$ cat config.mk
export PLATFORM = sky130hd
export DESIGN_NAME = tx_ring_dma_burst_scheduler
export DESIGN_NICKNAME = d
export VERILOG_FILES = /design/src/rtl/core/txdma_pkg.sv /design/src/rtl/core/tx_ring_dma_burst_scheduler.sv
export SDC_FILE = /design/constraint.sdc
export NUM_CORES = 2
export LEC_CHECK = 0
export BUFFER_PORTS_ARGS = -buffer_cell sky130_fd_sc_hd__buf_2
export CORE_MARGIN = 4
export CORE_UTILIZATION = 40
export CTS_CLUSTER_DIAMETER = 100
export DETAILED_ROUTE_END_ITERATION = 12
export PLACE_DENSITY_LB_ADDON = 0.15
export SETUP_SLACK_MARGIN = 0.3
export SLEW_MARGIN = 10
export SYNTH_ARGS = -nofsm -noshare
export SYNTH_HDL_FRONTEND = slang
export SYNTH_SLANG_ARGS = --single-unit
$ cat constraint.sdc
create_clock -name i_clk -period 9.75 [get_ports i_clk]
set_clock_uncertainty 0.1 [all_clocks]
set_input_delay 0.975 -clock i_clk [delete_from_list [all_inputs] [get_ports i_clk]]
set_output_delay 0.975 -clock i_clk [all_outputs]
set_load 0.05 [all_outputs]
$ cat src/rtl/core/txdma_pkg.sv
// ============================================================================
// Transmit ring DMA burst scheduler package
// Operation codes, beat types and reset constants shared by the ring logic.
// ============================================================================
`default_nettype none

package txdma_pkg;

    // Default ring depth in bytes
    localparam int RING_DEPTH_DEF = 256;

    // Stall limit after reset, in ticks
    localparam logic [15:0] STALL_LIMIT_RST = 16'd1000;

    typedef enum logic [1:0] {
        OP_PUSH       = 2'd0,
        OP_BURST_DONE = 2'd1,
        OP_FETCH      = 2'd2,
        OP_TICK       = 2'd3
    } t_op;

    typedef struct packed {
        t_op         op;
        logic [7:0]  data;
        logic        message_last;
        logic [7:0]  index;
    } t_in_beat;

    typedef struct packed {
        logic        accepted;
        logic        was_dropped;
        logic        burst_start;
        logic [7:0]  burst_addr;
        logic [8:0]  burst_length;
        logic [7:0]  fetched_byte;
        logic [8:0]  pending;
        logic        busy_res;
        logic [31:0] drop_count;
    } t_out_beat;

endpackage

`default_nettype wire

$ cat src/rtl/core/tx_ring_dma_burst_scheduler.sv
// ============================================================================
// Transmit ring DMA burst scheduler
// Byte ring with push, burst retire, DMA fetch and stall-timeout drop logic.
// ============================================================================
//
// One beat in, one beat out. Each input beat carries one operation: push a
// byte at the tail, retire the active DMA burst, fetch a ring byte for the
// DMA, or count one tick of stall time. The block takes one beat per clock
// whenever the output register is empty or is being drained in the same
// cycle; the result appears on the output in the cycle after the input
// beat is taken. A fetched byte is read from the ring memory: the byte store
// is a single synchronous RAM whose registered read port returns the byte
// in the cycle after the fetch is taken, and the result is held in the output
// register until it is taken. A push that finds the ring full is answered
// with accepted low and must be retried; ticks while it waits count toward
// stall_limit, after which the remainder of the current message is dropped
// and counted. After every operation an idle, non-empty ring launches a new
// burst at the head, at most up to the end of the ring. Fetching a ring
// position that was never written returns an undefined byte. The
// stall_limit register may be written only while no beat is in flight.
`default_nettype none

module tx_ring_dma_burst_scheduler #(
    parameter int RING_DEPTH = txdma_pkg::RING_DEPTH_DEF
) (
    input  wire                   i_clk,
    input  wire                   i_rst_n,
    // input operation channel
    input  wire                   i_in_valid,
    output logic                  o_in_stall,
    input  txdma_pkg::t_in_beat   i_in_data,
    // result channel
    output logic                  o_out_valid,
    input  wire                   i_out_stall,
    output txdma_pkg::t_out_beat  o_out_data,
    // stall_limit register
    input  wire                   i_cfg_we,
    input  wire  [15:0]           i_cfg_wdata
);

    import txdma_pkg::*;

    // Ring position and fill widths follow the depth
    localparam int AW = (RING_DEPTH > 1) ? $clog2(RING_DEPTH) : 1;
    localparam int FW = $clog2(RING_DEPTH + 1);

    localparam logic [AW-1:0] LAST_POS  = AW'(RING_DEPTH - 1);
    localparam logic [FW-1:0] DEPTH_F   = FW'(RING_DEPTH);

    // Fetch index modulo depth: constant lookup over all byte-wide indexes
    function automatic logic [256*AW-1:0] idx_mod_table();
        logic [256*AW-1:0] tbl;
        tbl = '0;
        for (int v = 0; v < 256; v++) begin
            tbl[v*AW +: AW] = AW'(v % RING_DEPTH);
        end
        return tbl;
    endfunction

    localparam logic [256*AW-1:0] IDX_MOD = idx_mod_table();

    // ------------------------------------------------------------------
    // State registers
    // ------------------------------------------------------------------
    logic [AW-1:0] r_head, n_head;
    logic [AW-1:0] r_tail, n_tail;
    logic [FW-1:0] r_fill, n_fill;
    logic [FW-1:0] r_blen, n_blen;
    logic          r_bactive, n_bactive;
    logic          r_wait, n_wait;
    logic [15:0]   r_ticks, n_ticks;
    logic          r_drop, n_drop;
    logic [31:0]   r_dropped, n_dropped;
    logic [15:0]   r_stall_limit;

    // Output register: result beat without the fetched byte, plus a flag
    // that selects the memory read data into it.
    logic          r_out_valid;
    t_out_beat     r_res, n_res;
    logic          r_is_fetch;

    // Ring memory and its registered read port
    logic [7:0]    r_ring [RING_DEPTH];
    logic [7:0]    r_rd_data;

    logic          w_accept;
    logic          w_store;
    logic [AW-1:0] w_rd_idx;

    // ------------------------------------------------------------------
    // Handshake: hold input while a finished result waits on a stalled
    // output; a result leaving this cycle frees the register for the next.
    // ------------------------------------------------------------------
    assign o_in_stall  = r_out_valid && i_out_stall;
    assign w_accept    = i_in_valid && !o_in_stall;
    assign o_out_valid = r_out_valid;

    always_comb begin
        o_out_data              = r_res;
        o_out_data.fetched_byte = r_is_fetch ? r_rd_data : 8'h00;
    end

    // ------------------------------------------------------------------
    // Fetch index modulo depth, taken from the constant table
    // ------------------------------------------------------------------
    assign w_rd_idx = IDX_MOD[int'(i_in_data.index) * AW +: AW];

    // ------------------------------------------------------------------
    // Operation and burst launch
    // ------------------------------------------------------------------
    always_comb begin
        logic [15:0]   ticks_inc;
        logic [FW-1:0] head_sum;
        logic [FW-1:0] room;
        logic [FW-1:0] len;
        logic [31:0]   head_ext;
        logic [31:0]   len_ext;
        logic [31:0]   fill_ext;

        n_head    = r_head;
        n_tail    = r_tail;
        n_fill    = r_fill;
        n_blen    = r_blen;
        n_bactive = r_bactive;
        n_wait    = r_wait;
        n_ticks   = r_ticks;
        n_drop    = r_drop;
        n_dropped = r_dropped;
        w_store   = 1'b0;
        n_res     = '0;
        ticks_inc = (r_ticks != 16'hFFFF) ? r_ticks + 16'd1 : r_ticks;
        head_sum  = FW'(r_head) + r_blen;

        unique case (i_in_data.op)
            OP_PUSH: begin
                if (r_drop) begin
                    // discard the byte, count it, leave drop mode at message end
                    n_res.accepted    = 1'b1;
                    n_res.was_dropped = 1'b1;
                    if (r_dropped != 32'hFFFF_FFFF) begin
                        n_dropped = r_dropped + 32'd1;
                    end
                    if (i_in_data.message_last) begin
                        n_drop = 1'b0;
                    end
                end else if (r_fill < DEPTH_F) begin
                    w_store        = 1'b1;
                    n_tail         = (r_tail == LAST_POS) ? '0 : r_tail + AW'(1);
                    n_fill         = r_fill + FW'(1);
                    n_res.accepted = 1'b1;
                    n_wait         = 1'b0;
                    n_ticks        = '0;
                end else begin
                    // ring full: refuse and start waiting
                    if (!r_wait) begin
                        n_ticks = '0;
                    end
                    n_wait = 1'b1;
                end
            end
            OP_BURST_DONE: begin
                if (r_bactive) begin
                    n_fill    = (r_fill >= r_blen) ? r_fill - r_blen : '0;
                    n_head    = (head_sum == DEPTH_F) ? '0 : AW'(head_sum);
                    n_blen    = '0;
                    n_bactive = 1'b0;
                end
            end
            OP_FETCH: begin
                // byte comes from the memory read port next cycle
            end
            OP_TICK: begin
                if (r_wait && !r_drop) begin
                    if (ticks_inc >= r_stall_limit) begin
                        n_drop  = 1'b1;
                        n_wait  = 1'b0;
                        n_ticks = '0;
                    end else begin
                        n_ticks = ticks_inc;
                    end
                end
            end
        endcase

        // Launch a burst from the head when idle and not empty
        room = DEPTH_F - FW'(n_head);
        len  = (n_fill < room) ? n_fill : room;
        if (!n_bactive && n_fill != '0) begin
            n_bactive          = 1'b1;
            n_blen             = len;
            head_ext           = 32'(n_head);
            len_ext            = 32'(len);
            n_res.burst_start  = 1'b1;
            n_res.burst_addr   = head_ext[7:0];
            n_res.burst_length = len_ext[8:0];
        end else begin
            head_ext = '0;
            len_ext  = '0;
        end

        fill_ext         = 32'(n_fill);
        n_res.pending    = fill_ext[8:0];
        n_res.busy_res   = n_bactive || (n_fill != '0);
        n_res.drop_count = n_dropped;
    end

    // ------------------------------------------------------------------
    // Control registers
    // ------------------------------------------------------------------
    always_ff @(posedge i_clk) begin
        if (!i_rst_n) begin
            r_head        <= '0;
            r_tail        <= '0;
            r_fill        <= '0;
            r_blen        <= '0;
            r_bactive     <= 1'b0;
            r_wait        <= 1'b0;
            r_ticks       <= '0;
            r_drop        <= 1'b0;
            r_dropped     <= '0;
            r_stall_limit <= STALL_LIMIT_RST;
            r_out_valid   <= 1'b0;
        end else begin
            if (i_cfg_we) begin
                r_stall_limit <= i_cfg_wdata;
            end
            if (w_accept) begin
                r_head    <= n_head;
                r_tail    <= n_tail;
                r_fill    <= n_fill;
                r_blen    <= n_blen;
                r_bactive <= n_bactive;
                r_wait    <= n_wait;
                r_ticks   <= n_ticks;
                r_drop    <= n_drop;
                r_dropped <= n_dropped;
            end
            // fill on accept, drain when taken
            if (w_accept) begin
                r_out_valid <= 1'b1;
            end else if (!i_out_stall) begin
                r_out_valid <= 1'b0;
            end
        end
    end

    // Result payload: load with the beat, hold while stalled
    always_ff @(posedge i_clk) begin
        if (w_accept) begin
            r_res      <= n_res;
            r_is_fetch <= (i_in_data.op == OP_FETCH);
        end
    end

    // ------------------------------------------------------------------
    // Ring memory: write at the tail on a stored push, read on a fetch.
    // Writes and reads come from different beats, so they never meet at
    // the same edge and need no forwarding.
    // ------------------------------------------------------------------
    always_ff @(posedge i_clk) begin
        if (w_accept && w_store) begin
            r_ring[r_tail] <= i_in_data.data;
        end
    end

    always_ff @(posedge i_clk) begin
        if (w_accept && i_in_data.op == OP_FETCH) begin
            r_rd_data <= r_ring[w_rd_idx];
        end
    end

    // ------------------------------------------------------------------
    // Assertions
    // ------------------------------------------------------------------
    a_fill_bound: assert property (@(posedge i_clk) disable iff (!i_rst_n)
        r_fill <= DEPTH_F)
        else $error("fill level exceeds ring depth");

    a_burst_fits: assert property (@(posedge i_clk) disable iff (!i_rst_n)
        r_bactive |-> (r_blen != '0) && (r_blen <= r_fill)
                      && (32'(r_head) + 32'(r_blen) <= 32'(RING_DEPTH)))
        else $error("active burst is empty, overfilled or wraps the ring");

    a_idle_no_len: assert property (@(posedge i_clk) disable iff (!i_rst_n)
        !r_bactive |-> (r_blen == '0) && (r_fill == '0))
        else $error("idle ring holds bytes or a burst length");

    a_wait_drop: assert property (@(posedge i_clk) disable iff (!i_rst_n)
        !(r_wait && r_drop))
        else $error("waiting push while in drop mode");

    a_result_follows: assert property (@(posedge i_clk) disable iff (!i_rst_n)
        w_accept |=> r_out_valid)
        else $error("accepted beat produced no result");

endmodule

`default_nettype wire

==> flow_metrics.env <==
export IMPL_run_status="finished, final reports clean"
export IMPL_slew_violations=0
export IMPL_post_cts_buffers=0
export IMPL_synth_yosys_seq_area_share=0.745
export IMPL_max_freq_ghz=0.202
export IMPL_cts_inserted_buffers=230
export IMPL_crit_path_top_delay_cell="a311oi_1"
export IMPL_synth_seq_cells=2221
export IMPL_syn_nets=4367
export IMPL_clk_path_buf_depth=3
export IMPL_routedWlPerCell_um=29.2
export IMPL_die_area_um2=228000
export IMPL_period_share=0.508
export IMPL_die_height_um=477
export IMPL_setup_worst_path_class="register to register"
export IMPL_worst_pin_slew_ns=1.24
export IMPL_worstPathMaxFanout=13
export IMPL_rsz0062_at_grt="no"
export IMPL_drtPass1Iterations=5
export IMPL_cap_violations=0
export IMPL_async_flop_share=0
export IMPL_grt_max_degree=112
export IMPL_fin_cells=7556
export IMPL_nFillCells=18500
export IMPL_hold_violations=0
export IMPL_regArea_um2=65700
export IMPL_syn_area_um2=88100
export IMPL_yosys_cell_types_count=70
export IMPL_path_cells="inv_1, ha_1, nor2b_1, o21bai_1, a311oi_1, o21ai_0, a41o_1, inv_1, ha_1, a211oi_1, o21ai_0, o211ai_1, a21oi_1, a211o_1, or2_2, and3_1"
export IMPL_cts_root_buf="clkbuf_16"
export IMPL_drive_gt1_frac=0.268
export IMPL_num_io_pins=112
export IMPL_cts_tree="yes"
export IMPL_area_growth_pct=13.3
export IMPL_dp_cells=7126
export IMPL_slowest_delay_ns=0.74
export IMPL_grt_ovfl_total=0
export IMPL_slew_headroom=0.170
export IMPL_cp_data_arrival_time_ns=5.46
export IMPL_end_kind="register"
export IMPL_grt_use_total=0.192
export IMPL_routed_wl_mm=221
export IMPL_setup_ws_ns=4.79
export IMPL_die_width_um=477
export IMPL_hold_path_class="input port to register"
export IMPL_required_ns=10.26
export IMPL_start_util=0.401
export IMPL_final_nets=4578
export IMPL_synthFlopType="edfxtp_1"
export IMPL_gp_congestion=0.815
export IMPL_synth_warnings=0
export IMPL_antenna_found_initial=14
export IMPL_setup_tns_ns=0
export IMPL_synth_edff_count=2119
export IMPL_drc=0
export IMPL_pre_cts_slack_ns=4.34
export IMPL_leakage_nw=31.2
export IMPL_clk_latency_ns=0.87
export IMPL_hold_buffers=0
export IMPL_clk_pin_slew_ns=0.06
export IMPL_io_buffers=111
export IMPL_layout_common_cells="edfxtp_1 (2119), mux4_2 (672), nor2_1 (394), clkbuf_16 (231), nand2_1 (117)"
export IMPL_routed_via_density=5.63
export IMPL_grt_pass1_wl_mm=318
export IMPL_ant_nets=0
export IMPL_multi_input_area_um2=21400
export IMPL_cts_max_level=4
export IMPL_row_count=172
export IMPL_power_density_nw_per_um2=203
export IMPL_setup_viol=0
export IMPL_min_period_ns=4.96
export IMPL_clkSinkCount=2221
export IMPL_grt_pass1_vias=43500
export IMPL_hpwl_mm=133
export IMPL_ir_drop_mv=0.176
export IMPL_cp_start_kind="register"
export IMPL_synthCells=4276
export IMPL_core_area_um2=220000
export IMPL_drtIter0Drc=4147
export IMPL_ctsResizeCount=0
export IMPL_final_common_cell="edfxtp_1"
export IMPL_avgSynthCellArea_um2=20.6
export IMPL_vias=42500
==> critical path: cells and delay by family (launching register included) <==
kind / cells / cell delay, ns
AOI/OAI and AO/OA: 9 / 2.51
buffers and inverters: 2 / 0.25
and+or+nand+nor: 3 / 0.78
DFF: 1 / 0.48
adders and majority gates: 2 / 0.57
==> worst paths after layout <==
kind	start	endpoint	slack (ns)	cells past startpoint
max	r_blen[1]$_SDFFE_PN0P_	o_out_data[57]$_SDFFCE_PN0P_	4.79	16
min	i_cfg_wdata[5]	r_stall_limit[5]$_SDFFE_PN1P_	0.24	3
max reg2reg	r_blen[1]$_SDFFE_PN0P_	o_out_data[57]$_SDFFCE_PN0P_	4.79	16
min reg2reg	r_stall_limit[7]$_SDFFE_PN1P_	r_stall_limit[7]$_SDFFE_PN1P_	0.39	2
==> layout make-up <==
cell class / count / area share
Inverter: 51 / 0.00196
Timing Repair Buffer: 217 / 0.0160
Clock buffer: 279 / 0.0599
Multi-Input combinational cell: 1766 / 0.214
Antenna cell: 5 / 0.000125
Tap cell: 2871 / 0.0360
Clock inverter: 146 / 0.0140
Sequential cell: 2221 / 0.658
==> metal layers <==
layer  part of all wire  vias up  GRT usage
met5            0.00025        -          0
met4              0.031        8     0.0634
met3              0.062      315     0.0397
met2               0.48     1284      0.302
met1               0.43    22800      0.270
li1                   -    18100          -
==> cell families (layout without fill, tap and decap cells) <==
family,count (synthesis),count (layout),share of synthesized area
and+or+nand+nor,729,729,0.0364
other,0,5,0
AOI/OAI and AO/OA,209,209,0.0158
buffers and inverters,289,693,0.0125
DFF,2221,2221,0.745
xor gates and xnor gates,73,73,0.00726
muxes,704,704,0.175
adders and majority gates,51,51,0.00741
==> cells in the mapped netlist, types with 35 or more instances <==
cell type | count | area [um2]
o21ai_0 | 38 | 190
edfxtp_1 | 2119 | 63600
a21oi_1 | 50 | 250
clkbuf_1 | 157 | 589
mux4_2 | 672 | 15100
nor2_1 | 399 | 1500
xnor2_1 | 35 | 307
ha_1 | 49 | 613
inv_1 | 48 | 180
xor2_1 | 38 | 333
nand2_1 | 117 | 439
buf_1 | 73 | 274
dfxtp_1 | 102 | 2040
nand3_1 | 58 | 290
==> state kept, by name, indices dropped and copies added, names as in the netlist, 8 cells and up <==
| name | flops |
|---|---|
| r_stall_limit | 16 |
| r_tail | 8 |
| r_rd_data | 8 |
| r_dropped | 32 |
| r_ticks | 16 |
| r_ring | 2048 |
| o_out_data | 62 |
| r_blen | 9 |
| r_fill | 9 |
| r_head | 8 |
==> report_power, final <==
group          switching, mW  leakage (nW)  internal [mW]  total (mW)
logic                  0.740          7.67          0.440        1.18
registers             0.0264          19.9           10.5        10.5
clock network           3.68          3.59           4.94        8.62
total                   4.44          31.2           15.9        20.3
==> metrics by stage <==
stage	hold slack, ns	power [mW]	cell area, um2	utilization
floorplan	0.355	11.4	88100	-
global placement	0.378	11.9	92400	0.421
detailed placement	0.386	11.9	92400	0.421
CTS	0.159	20.5	99800	0.455
global route	0.200	21.0	99800	0.455
finish	0.235	20.3	99800	0.455
Power figures use the tool's default switching activity.
